<file path="config.mk">
export PLATFORM = sky130hd
export DESIGN_NAME = hcd_ucode_rom
export DESIGN_NICKNAME = d
export VERILOG_FILES = /design/src/rtl/core/hcd_pkg.sv /design/src/rtl/core/hcd_ucode_rom.sv
export SDC_FILE = /design/constraint.sdc
export NUM_CORES = 1
export LEC_CHECK = 0
export BUFFER_PORTS_ARGS = -buffer_cell sky130_fd_sc_hd__buf_2
export CORE_MARGIN = 5
export CORE_UTILIZATION = 61
export DETAILED_ROUTE_END_ITERATION = 8
export PLACE_DENSITY = 0.95
export SLEW_MARGIN = 20
export SYNTH_ARGS = -nofsm -noshare
export SYNTH_HDL_FRONTEND = slang
export SYNTH_SLANG_ARGS = --single-unit
export TNS_END_PERCENT = 10
</file>
<file path="constraint.sdc">
create_clock -name vclk -period 5.3
set_clock_uncertainty 0.2 [all_clocks]
set_input_delay 0.53 -clock vclk [all_inputs]
set_output_delay 0.53 -clock vclk [all_outputs]
set_load 0.02 [all_outputs]
</file>
<file path="src/rtl/core/hcd_pkg.sv">
package hcd_pkg;

    localparam int FRAC_BITS    = 20;
    localparam int BISECT_STEPS = 4;
    localparam int A_W          = BISECT_STEPS + 1;
    localparam int DW           = 104;
    localparam int CH_W         = 26;
    localparam int RF_N         = 27;
    localparam int PC_W         = 6;
    localparam int K_W          = 4;
    localparam int BW           = BISECT_STEPS + 36;

    localparam logic [A_W-1:0] A_FULL = A_W'(1 << BISECT_STEPS);
    localparam logic [A_W-1:0] A_HALF = A_W'(1 << (BISECT_STEPS - 1));

    typedef struct packed {
        logic signed [31:0] h00;
        logic signed [31:0] h01;
        logic signed [31:0] h02;
        logic signed [31:0] h10;
        logic signed [31:0] h11;
        logic signed [31:0] h12;
        logic signed [31:0] h20;
        logic signed [31:0] h21;
        logic signed [31:0] h22;
    } t_in;

    typedef struct packed {
        logic signed [31:0] out_00;
        logic signed [31:0] out_01;
        logic signed [31:0] out_02;
        logic signed [31:0] out_10;
        logic signed [31:0] out_11;
        logic signed [31:0] out_12;
        logic signed [31:0] out_20;
        logic signed [31:0] out_21;
        logic signed [31:0] out_22;
        logic               was_modified;
    } t_out;

    typedef enum logic [3:0] {
        OP_BLD,
        OP_LOOP,
        OP_CLRF,
        OP_CLR,
        OP_LDM,
        OP_MAC,
        OP_ADD,
        OP_ST,
        OP_CHKZ,
        OP_TST,
        OP_END
    } t_op;

    typedef logic [5:0]      t_adr;
    typedef logic [PC_W-1:0] t_pc;

    localparam t_adr AD_M0  = 6'd0;
    localparam t_adr AD_M1  = 6'd1;
    localparam t_adr AD_M2  = 6'd2;
    localparam t_adr AD_A0  = 6'd9;
    localparam t_adr AD_A1  = 6'd10;
    localparam t_adr AD_A2  = 6'd11;
    localparam t_adr AD_A3  = 6'd12;
    localparam t_adr AD_A4  = 6'd13;
    localparam t_adr AD_A5  = 6'd14;
    localparam t_adr AD_A6  = 6'd15;
    localparam t_adr AD_A7  = 6'd16;
    localparam t_adr AD_A8  = 6'd17;
    localparam t_adr AD_CX0 = 6'd18;
    localparam t_adr AD_CX1 = 6'd19;
    localparam t_adr AD_CY0 = 6'd20;
    localparam t_adr AD_CY1 = 6'd21;
    localparam t_adr AD_W   = 6'd22;
    localparam t_adr AD_HH  = 6'd23;
    localparam t_adr AD_NX  = 6'd24;
    localparam t_adr AD_NY  = 6'd25;
    localparam t_adr AD_D   = 6'd26;
    localparam t_adr AD_IP  = 6'd32;
    localparam t_adr AD_IQ  = 6'd33;
    localparam t_adr AD_IR  = 6'd34;
    localparam t_adr AD_IS  = 6'd35;
    localparam t_adr AD_IA  = 6'd36;
    localparam t_adr AD_ICX = 6'd37;
    localparam t_adr AD_ICY = 6'd38;

    localparam t_pc P_BLEND = 6'd0;
    localparam t_pc P_TEST  = 6'd2;

    localparam logic [1:0] CFG_WIDTH  = 2'd0;
    localparam logic [1:0] CFG_HEIGHT = 2'd1;
    localparam logic [1:0] CFG_SCALE  = 2'd2;

    typedef struct packed {
        t_op            op;
        t_adr           ad;
        logic           sub;
        logic [K_W-1:0] lim;
        t_pc            tgt;
    } t_uword;

    typedef struct packed {
        logic           load;
        logic           run;
        t_uword         uw;
        logic [K_W-1:0] k;
        logic [A_W-1:0] a;
    } t_ctl;

    typedef struct packed {
        logic mac_done;
        logic pass;
    } t_sts;

endpackage

</file>
<file path="src/rtl/core/hcd_ucode_rom.sv">
module hcd_ucode_rom (
    input  hcd_pkg::t_pc    i_pc,
    output hcd_pkg::t_uword o_uw
);

    function automatic hcd_pkg::t_uword mk(input hcd_pkg::t_op op, input hcd_pkg::t_adr ad,
                                           input logic sub, input logic [hcd_pkg::K_W-1:0] lim,
                                           input hcd_pkg::t_pc tgt);
        hcd_pkg::t_uword w;
        w.op  = op;
        w.ad  = ad;
        w.sub = sub;
        w.lim = lim;
        w.tgt = tgt;
        return w;
    endfunction

    function automatic hcd_pkg::t_uword op1(input hcd_pkg::t_op op, input hcd_pkg::t_adr ad);
        return mk(op, ad, 1'b0, '0, hcd_pkg::P_BLEND);
    endfunction

    always_comb begin
        case (i_pc)
            6'd0:  o_uw = op1(hcd_pkg::OP_BLD, hcd_pkg::AD_M0);
            6'd1:  o_uw = mk(hcd_pkg::OP_LOOP, hcd_pkg::AD_M0, 1'b0, 4'd9, hcd_pkg::P_BLEND);
            6'd2:  o_uw = op1(hcd_pkg::OP_CLRF, hcd_pkg::AD_M0);
            6'd3:  o_uw = op1(hcd_pkg::OP_CLR, hcd_pkg::AD_M0);
            6'd4:  o_uw = op1(hcd_pkg::OP_LDM, hcd_pkg::AD_IP);
            6'd5:  o_uw = op1(hcd_pkg::OP_MAC, hcd_pkg::AD_IQ);
            6'd6:  o_uw = op1(hcd_pkg::OP_LDM, hcd_pkg::AD_IR);
            6'd7:  o_uw = mk(hcd_pkg::OP_MAC, hcd_pkg::AD_IS, 1'b1, '0, hcd_pkg::P_BLEND);
            6'd8:  o_uw = op1(hcd_pkg::OP_ST, hcd_pkg::AD_IA);
            6'd9:  o_uw = mk(hcd_pkg::OP_LOOP, hcd_pkg::AD_M0, 1'b0, 4'd9, 6'd3);
            6'd10: o_uw = op1(hcd_pkg::OP_CLR, hcd_pkg::AD_M0);
            6'd11: o_uw = op1(hcd_pkg::OP_LDM, hcd_pkg::AD_A0);
            6'd12: o_uw = op1(hcd_pkg::OP_MAC, hcd_pkg::AD_M0);
            6'd13: o_uw = op1(hcd_pkg::OP_LDM, hcd_pkg::AD_A3);
            6'd14: o_uw = op1(hcd_pkg::OP_MAC, hcd_pkg::AD_M1);
            6'd15: o_uw = op1(hcd_pkg::OP_LDM, hcd_pkg::AD_A6);
            6'd16: o_uw = op1(hcd_pkg::OP_MAC, hcd_pkg::AD_M2);
            6'd17: o_uw = op1(hcd_pkg::OP_CHKZ, hcd_pkg::AD_M0);
            6'd18: o_uw = op1(hcd_pkg::OP_CLR, hcd_pkg::AD_M0);
            6'd19: o_uw = op1(hcd_pkg::OP_LDM, hcd_pkg::AD_A0);
            6'd20: o_uw = op1(hcd_pkg::OP_MAC, hcd_pkg::AD_ICX);
            6'd21: o_uw = op1(hcd_pkg::OP_LDM, hcd_pkg::AD_A1);
            6'd22: o_uw = op1(hcd_pkg::OP_MAC, hcd_pkg::AD_ICY);
            6'd23: o_uw = op1(hcd_pkg::OP_ADD, hcd_pkg::AD_A2);
            6'd24: o_uw = op1(hcd_pkg::OP_ST, hcd_pkg::AD_NX);
            6'd25: o_uw = op1(hcd_pkg::OP_CLR, hcd_pkg::AD_M0);
            6'd26: o_uw = op1(hcd_pkg::OP_LDM, hcd_pkg::AD_A3);
            6'd27: o_uw = op1(hcd_pkg::OP_MAC, hcd_pkg::AD_ICX);
            6'd28: o_uw = op1(hcd_pkg::OP_LDM, hcd_pkg::AD_A4);
            6'd29: o_uw = op1(hcd_pkg::OP_MAC, hcd_pkg::AD_ICY);
            6'd30: o_uw = op1(hcd_pkg::OP_ADD, hcd_pkg::AD_A5);
            6'd31: o_uw = op1(hcd_pkg::OP_ST, hcd_pkg::AD_NY);
            6'd32: o_uw = op1(hcd_pkg::OP_CLR, hcd_pkg::AD_M0);
            6'd33: o_uw = op1(hcd_pkg::OP_LDM, hcd_pkg::AD_A6);
            6'd34: o_uw = op1(hcd_pkg::OP_MAC, hcd_pkg::AD_ICX);
            6'd35: o_uw = op1(hcd_pkg::OP_LDM, hcd_pkg::AD_A7);
            6'd36: o_uw = op1(hcd_pkg::OP_MAC, hcd_pkg::AD_ICY);
            6'd37: o_uw = op1(hcd_pkg::OP_ADD, hcd_pkg::AD_A8);
            6'd38: o_uw = op1(hcd_pkg::OP_ST, hcd_pkg::AD_D);
            6'd39: o_uw = op1(hcd_pkg::OP_CLR, hcd_pkg::AD_M0);
            6'd40: o_uw = op1(hcd_pkg::OP_ADD, hcd_pkg::AD_NX);
            6'd41: o_uw = op1(hcd_pkg::OP_LDM, hcd_pkg::AD_D);
            6'd42: o_uw = mk(hcd_pkg::OP_MAC, hcd_pkg::AD_W, 1'b1, '0, hcd_pkg::P_BLEND);
            6'd43: o_uw = op1(hcd_pkg::OP_TST, hcd_pkg::AD_NX);
            6'd44: o_uw = op1(hcd_pkg::OP_CLR, hcd_pkg::AD_M0);
            6'd45: o_uw = op1(hcd_pkg::OP_ADD, hcd_pkg::AD_NY);
            6'd46: o_uw = op1(hcd_pkg::OP_LDM, hcd_pkg::AD_D);
            6'd47: o_uw = mk(hcd_pkg::OP_MAC, hcd_pkg::AD_HH, 1'b1, '0, hcd_pkg::P_BLEND);
            6'd48: o_uw = op1(hcd_pkg::OP_TST, hcd_pkg::AD_NY);
            6'd49: o_uw = mk(hcd_pkg::OP_LOOP, hcd_pkg::AD_M0, 1'b0, 4'd4, 6'd18);
            default: o_uw = op1(hcd_pkg::OP_END, hcd_pkg::AD_M0);
        endcase
    end

endmodule

</file>
# Word-level counts from Yosys, hierarchy flattened
# Memory sizes are Yosys's and may differ from the RTL's.
# Cells that the tools add are included.
# totals
output_inout_bits	21
regBits	0
romBits	1088
wordCells	1
n_memories	1
in_bits	6
# memory_table
name	words	word_bits	rd	rd_ports_with_merged_regs	write_ports	line_no	rtl
(no name shown)	64	17	1	0	0	hcd_ucode_rom.sv:23	case (i_pc)

# Longest topological paths before layout
# Gate-level depths: netlist (run 1).
# An unclocked memory read counts as a cell.
# depth
depth_word	1
depth_mapped	8
depth_no_buf	6

# Worst setup path after synthesis (run 1)
# Ideal clock, no wire load.
# synth_path
kind	input port to output port
start	input i_pc[0]
end	output o_uw[11] (netlist bit)
cell_stages	7
slack_ps	2487
t_arrival_ps	2083
path_buffers	1
required_time_ps	4570
path_cell_list	clkbuf_1 > inv_1 > ha_1 > inv_1 > a221oi_2 > nor2_1 > o32a_1
# synth_lines
element	line_no	rtl
from (decl)	hcd_ucode_rom.sv:2	input hcd_pkg::t_pc i_pc,
to (decl)	hcd_ucode_rom.sv:3	output hcd_pkg::t_uword o_uw

==> reports/qor_table.md, run 1 <==
| Metric | Reported | Unit |
|:---|:---|:---|
| Detailed-route vias per instance | 7.01 | - |
| Layout clock buffers | 0 | - |
| End-of-flow core utilization | 62.5 | % |
| Power dissipated by switching net loads | 64.4 | uW |
| Fin crit period | 3.07 | ns |
| Total power | 97.6 | uW |
| Netlist cell types | 43 | - |
| Leading post-synthesis cells by cell area | sky130_fd_sc_hd__ha_1 13%, sky130_fd_sc_hd__mux2i_1 6.7%, sky130_fd_sc_hd__nor2_1 6.1% | - |
| Number of warnings issued by yosys | 0 | - |
| DRT Pass-1 Iters | 5 | - |
| Share of the yosys chip area belonging to registers | 0 | % |
| Hold Buf Count CTS | 0 | - |
| Buffering stage count on the worst path with inverters included | 4 | - |
| Detailed-placement wirelength estimate | 1940 | um |
| TNS Setup | 0 | ns |
| F_max | 326 | MHz |
| Iter 0 DRT Violations | 128 | - |
| CP Capture Type | primary output | - |
| Cell type with the highest aggregate area in the netlist | sky130_fd_sc_hd__ha_1 | - |
| Die width | 51.3 | um |
| Via count | 1,205 | - |
| Net count, final | 174 | - |
| Fraction of layout cells with a size suffix above 1 | 18.1 | % |
| Worst hold path depth | 4 | - |
| Data required time at the worst endpoint | 4.57 | ns |
| Average instance area after synthesis | 6.90 | um2 |
| # diodes | 0 | - |
| Share of total power in sequential cells | 0 | % |
| GPL Wtd Cong | 0.959 | - |
| Share of the clock period used by the worst path | 57.9 | % |
| Synthesized cell area | 1040 | um2 |
| Final sequential cell count | 0 | - |
| Die span in y | 51.3 | um |
| Antenna violations before repair | 0 | - |
| Worst-path maximum fanout | 12 | - |
| Cell family contributing the most delay on the critical path | buffers and inverters | - |
| Fraction of synthesized cell area taken by the top area cell type | 13.2 | % |
| Post-CTS setup buffer count | 0 | - |
| Via count of the first global-routing pass | 1,003 | - |
| Synth-to-Final Area Change | 0.120 | % |
| WHS Endpoint | o_uw[13] | - |
| DRC violation count after routing | 0 | - |
| Max Transition Viols Final | 0 | - |
| Total of buffers placed on input and output ports | 23 | - |
| Cell chain of the critical path | buf_2, inv_1, ha_1, inv_1, a221oi_2, nor2_1, o32a_1, buf_2 | - |
| Routed Antenna Nets | 0 | - |
| Max VDD drop | 0.0000613 | V |
| Commonest non-fill, non-tap cell in the layout | sky130_fd_sc_hd__buf_2 | - |
| Post-Route WL | 2750 | um |
| Result of the run | finished, final reports clean | - |
| Core region area | 1670 | um2 |
| Maximum number of pins on one net before global-route repair | 36 | - |
| Worst min-delay path category | primary input to primary output | - |
| Signal arrival time at the worst endpoint | 2.34 | ns |
| Internal power | 33.2 | uW |
| Number of ports placed on the die boundary | 27 | - |
| Post-cts gate resize count | 0 | - |
| Residual overflow from global routing | 0 | - |
| Max-Cap Viols | 0 | - |
| Starting density of the core | 62.4 | % |
| Number of hold-slack violations in the final timing report | 0 | - |
| Worst setup path startpoint | i_pc[0] | - |
| Leading cell types in the layout, fill and taps excluded | 23 x sky130_fd_sc_hd__buf_2, 17 x sky130_fd_sc_hd__nor2_1, 11 x sky130_fd_sc_hd__nand2_1, 11 x sky130_fd_sc_hd__ha_1, 9 x sky130_fd_sc_hd__a21oi_1 | - |
| Final setup viols | 0 | - |
| Power density normalized to cell area | 93.5 | nW/um2 |
| Total area of multi-input combinational cells | 888 | um2 |
| Start point of the worst min-delay path | i_pc[4] | - |
| Cell at the slowest stage of the critical path | sky130_fd_sc_hd__ha_1 | - |
| Critical path class | primary input to primary output | - |
| Row count | 15 | - |
| Relative contribution of combinational cells to total power | 100.0 | % |
| First-pass GRT wire length | 4470 | um |
| Least-Margin Pin Slew | 0.571 | ns |
| Routed len/inst | 16.0 | um |
| Floorplan die area | 2640 | um2 |
| Slew margin rel. | 61.9 | % |
| GR Util All Layers | 20.4 | % |
| Delay contributed by the slowest stage of the critical path | 0.45 | ns |
| Crit path launch type | primary input | - |
| Area used by sequential logic in the layout | 0 | um2 |
| Part of the power in the clock network | 0 | % |
| Post-Synthesis Cells | 151 | - |
| Unrepaired setup endpoints after global routing | no | - |
| Net switching share of the total power | 66.0 | % |
| Number of fill cells | 144 | - |
| Static leakage power | 0.463 | nW |
==> cells by family (layout without fill, tap and decap cells) <==
group	Yosys count	after routing	share of synthesized area, %
AO/OA/AOI/OAI	47	47	33.6
XOR/XNOR	3	3	2.52
adder cells (fa/ha/maj)	11	11	13.2
buffers and inverters	27	28	15.8
multiplexers	10	10	9.96
other	1	4	0.360
AND/OR/NAND/NOR	52	52	24.5
==> area by class of cell <==
class	instances	share of cell area (%)
Multi-Input combinational cell	127	85.1
Timing Repair Buffer	23	11.0
Tap cell	17	2.04
Inverter	5	1.80
==> metrics by stage <==
step                instances  hold slack, ns  setup slack, ns  cell area, um2
CTS                       172            1.48             2.25            1040
detailed placement        172            1.48             2.26            1040
finish                    172            1.49             2.23            1040
global route              172            1.53             2.15            1040
global placement          172            1.46             2.30            1040
floorplan                 154            1.13             2.49            1050
==> power groups by stage <==
stage               Combinational [mW]  Sequential [mW]  Clock (mW)
global route                     0.105                0           0
floorplan                       0.0794                0           0
finish                          0.0976                0           0
global placement                0.0928                0           0
CTS                             0.0956                0           0
detailed placement              0.0952                0           0
==> synthesized netlist by cell type, types with 2 or more instances <==
cell                       count
sky130_fd_sc_hd__nand3_1       4
sky130_fd_sc_hd__a21oi_1       9
sky130_fd_sc_hd__o21ai_0       5
sky130_fd_sc_hd__a22oi_1       2
sky130_fd_sc_hd__ha_1         11
sky130_fd_sc_hd__mux2_2        3
sky130_fd_sc_hd__mux2i_1       7
sky130_fd_sc_hd__a211oi_1      7
sky130_fd_sc_hd__nor2_1       17
sky130_fd_sc_hd__nor3_1        4
sky130_fd_sc_hd__nand2b_1      5
sky130_fd_sc_hd__or3_1         2
sky130_fd_sc_hd__buf_4         8
sky130_fd_sc_hd__nand2_1      11
sky130_fd_sc_hd__clkbuf_1      2
sky130_fd_sc_hd__buf_6         3
sky130_fd_sc_hd__inv_1         5
sky130_fd_sc_hd__a221oi_2      2
sky130_fd_sc_hd__o311ai_0      2
sky130_fd_sc_hd__xor2_1        3
sky130_fd_sc_hd__a31oi_1       4
sky130_fd_sc_hd__o22ai_1       2
sky130_fd_sc_hd__a32o_1        3
sky130_fd_sc_hd__nor2b_1       2
sky130_fd_sc_hd__o31ai_1       2
sky130_fd_sc_hd__buf_2         9
==> worst max-delay path by stage <==
stage	end	cells past startpoint
after floorplan	o_uw[11]	7
after global placement	o_uw[11]	8
after detailed placement	o_uw[11]	8
after CTS	o_uw[11]	8
after global routing	o_uw[11]	8
final	o_uw[11]	8
==> routing by layer <==
layer	up-vias	wire length, um	track usage (%)
li1	562	-	-
met1	563	1100	29.2
met2	74	1330	32.8
met3	6	274	0.875
met4	0	40	6.11
met5	-	0	0
Note: power is estimated with default switching activity, not from simulation.
==> run 2, diff against run 1 <==
--- a/config.mk
+++ b/config.mk
@@ -5,11 +5,12 @@
 export SDC_FILE = /design/constraint.sdc
 export NUM_CORES = 1
 export LEC_CHECK = 0
+export ABC_AREA = 1
 export BUFFER_PORTS_ARGS = -buffer_cell sky130_fd_sc_hd__buf_2
 export CORE_MARGIN = 5
-export CORE_UTILIZATION = 61
+export CORE_UTILIZATION = 51
 export DETAILED_ROUTE_END_ITERATION = 8
-export PLACE_DENSITY = 0.95
+export PLACE_DENSITY = 0.93
 export SLEW_MARGIN = 20
 export SYNTH_ARGS = -nofsm -noshare
 export SYNTH_HDL_FRONTEND = slang
==> constraint.sdc (replaced) <==
create_clock -name vclk -period 2.55
set_clock_uncertainty 0.2 [all_clocks]
set_input_delay 0.255 -clock vclk [all_inputs]
set_output_delay 0.255 -clock vclk [all_outputs]
set_load 0.02 [all_outputs]
==> run 2 against run 1 <==
  * Final cell count rose by 31%
  * Combinational power rose by 86%
  * Synthesized cell count rose by 24%
  * Sequential cell count did not move
  * Routed wire length fell by 5.4%
  * Non-clock buffer count did not move
  * Sequential share of layout area did not move
  * Critical path depth rose by 1
==> reports/qor_table.md, run 2 <==
| Metric | Reported | Unit |
|:---|:---|:---|
| GR Util All Layers | 19.4 | % |
| Fin crit period | 2.08 | ns |
| GPL Wtd Cong | 1.01 | - |
| Number of warnings issued by yosys | 0 | - |
| DRC violation count after routing | 0 | - |
| Detailed-route vias per instance | 5.48 | - |
| Fraction of layout cells with a size suffix above 1 | 15.0 | % |
| Hold Buf Count CTS | 0 | - |
| Net count, final | 219 | - |
| Fin area | 1000 | um2 |
| Static leakage power | 0.616 | nW |
| Worst-path maximum fanout | 8 | - |
| Synth-to-Final Area Change | 6.52 | % |
| Via count of the first global-routing pass | 1,025 | - |
| Share of the clock period used by the worst path | 81.7 | % |
| Row count | 15 | - |
| Data required time at the worst endpoint | 2.10 | ns |
| Core region area | 1750 | um2 |
| Signal arrival time at the worst endpoint | 1.63 | ns |
| Cell type with the highest aggregate area in the netlist | sky130_fd_sc_hd__nand2_1 | - |
| Max VDD drop | 0.0000811 | V |
| Worst hold path depth | 4 | - |
| Delay contributed by the slowest stage of the critical path | 0.37 | ns |
| Met1 demand-to-capacity share in global routing | 27.3 | % |
| Residual overflow from global routing | 0 | - |
| Area used by sequential logic in the layout | 0 | um2 |
| # diodes | 0 | - |
| Die span in y | 52.9 | um |
| Total of buffers placed on input and output ports | 23 | - |
| Number of ports placed on the die boundary | 27 | - |
| Final sequential cell count | 0 | - |
| Worst min-delay path category | primary input to primary output | - |
| F_max | 480 | MHz |
| Number of hold-slack violations in the final timing report | 0 | - |
| Via count | 1,232 | - |
| Unrepaired setup endpoints after global routing | no | - |
| CP Capture Type | primary output | - |
| Crit path launch type | primary input | - |
| Average instance area after synthesis | 5.02 | um2 |
| Share of the yosys chip area belonging to registers | 0 | % |
| Power density normalized to cell area | 181 | nW/um2 |
| Leading post-synthesis cells by cell area | sky130_fd_sc_hd__nand2_1 30%, sky130_fd_sc_hd__ha_1 15%, sky130_fd_sc_hd__nand3_1 12% | - |
| Max-Cap Viols | 0 | - |
| First-pass GRT wire length | 4310 | um |
| Leading cell types in the layout, fill and taps excluded | 74 x sky130_fd_sc_hd__nand2_1, 23 x sky130_fd_sc_hd__buf_2, 22 x sky130_fd_sc_hd__nand3_1, 19 x sky130_fd_sc_hd__inv_1, 14 x sky130_fd_sc_hd__o21ai_0 | - |
| Post-Route WL | 2600 | um |
| Starting density of the core | 53.8 | % |
| Post-Synthesis Cells | 187 | - |
| Cell chain of the critical path | buf_2, inv_1, ha_1, inv_1, nor2_1, o21ai_0, o21ai_0, nand2_1, buf_2 | - |
| Area after detailed placement | 1000 | um2 |
| Iter 0 DRT Violations | 100 | - |
| Result of the run | finished, final reports clean | - |
| Layout clock buffers | 0 | - |
| Critical path class | primary input to primary output | - |
| Total power | 182 | uW |
| Met2 GRT Util | 31.8 | % |
| Detailed-placement wirelength estimate | 2050 | um |
| Top-count cell post-synth | sky130_fd_sc_hd__nand2_1 | - |
| GRT met3 Usage | 1.97 | % |
| Synthesized cell area | 940 | um2 |
| Maximum number of pins on one net before global-route repair | 23 | - |
| Fraction of synthesized cell area taken by the top area cell type | 29.6 | % |
| Routed Antenna Nets | 0 | - |
| Routed len/inst | 11.6 | um |
| Antenna violations before repair | 0 | - |
| Commonest non-fill, non-tap cell in the layout | sky130_fd_sc_hd__nand2_1 | - |
| GRT busiest layer | met2 | - |
| Cell at the slowest stage of the critical path | sky130_fd_sc_hd__ha_1 | - |
| DRT Pass-1 Iters | 5 | - |
| Die width | 52.9 | um |
| Final setup viols | 0 | - |
| Post-CTS setup buffer count | 0 | - |
| Post-cts gate resize count | 0 | - |
| Max Transition Viols Final | 0 | - |
| Netlist cell types | 19 | - |
| List of most frequent post-synthesis cells | 74 x sky130_fd_sc_hd__nand2_1, 22 x sky130_fd_sc_hd__nand3_1, 19 x sky130_fd_sc_hd__inv_1 | - |
| Floorplan die area | 2800 | um2 |
| TNS Setup | 0 | ns |
## run 2: changes by cell type after synthesis, moves of 4 or more
cell                       delta
sky130_fd_sc_hd__mux2i_1      -7
sky130_fd_sc_hd__buf_2        -7
sky130_fd_sc_hd__o21ai_0      +9
sky130_fd_sc_hd__nand2b_1     -5
sky130_fd_sc_hd__a211oi_1     -7
sky130_fd_sc_hd__inv_1       +14
sky130_fd_sc_hd__o21ai_1      +4
sky130_fd_sc_hd__nand2_1     +63
sky130_fd_sc_hd__nor2_1       -6
sky130_fd_sc_hd__a21oi_1      -4
sky130_fd_sc_hd__nor3_1       -4
sky130_fd_sc_hd__nand3_1     +18
sky130_fd_sc_hd__a31oi_1      -4
## run 2: area by class of cell
type               count  area (um2)
repair buffers        23         115
fillers              193         744
multi-input cells    155         772
inverters             22        82.6
well taps             25        31.3
## run 2: stage by stage
step           instances  setup WS (ns)  hold slack, ns  utilization [%]
5_1_grt              225          0.326           0.739             57.3
4_1_cts              225          0.465           0.715             57.3
2_1_floorplan        190          0.689           0.483                -
3_3_place_gp         225          0.474           0.715             57.3
3_5_place_dp         225          0.476           0.718             57.3
6_report             225          0.468           0.713             57.3
## run 2: worst paths after layout
check               start       end  slack (ns)
setup / recovery  i_pc[1]  o_uw[19]        0.47
hold / removal    i_pc[5]  o_uw[11]        0.71
## run 2: cell families after synthesis
group,Yosys count,share of synthesized area (%)
fa+ha+maj,11,14.6
other cells,1,0.399
compound gates,28,16.4
buf+inv,35,19.0
simple gates,112,49.5
## run 2: worst max-delay path: cells and delay by family
family	cells	cell delay (ns)
AO/OA/AOI/OAI	2	0.27
buffers and inverters	4	0.55
AND/OR/NAND/NOR	2	0.18
adder cells (fa/ha/maj)	1	0.37
## run 2: power by group
part	switching, mW	total, mW	internal, mW	leakage [nW]
registers	0	0	0	0
logic	0.128	0.182	0.0536	0.616
clock network	0	0	0	0
total	0.128	0.182	0.0536	0.616
## run 2: routing by layer
metal / share of wire, % / routed length (um)
met1: 41 / 1070
met2: 45 / 1170
met3: 11 / 295
met4: 2.6 / 67
met5: 0 / 0
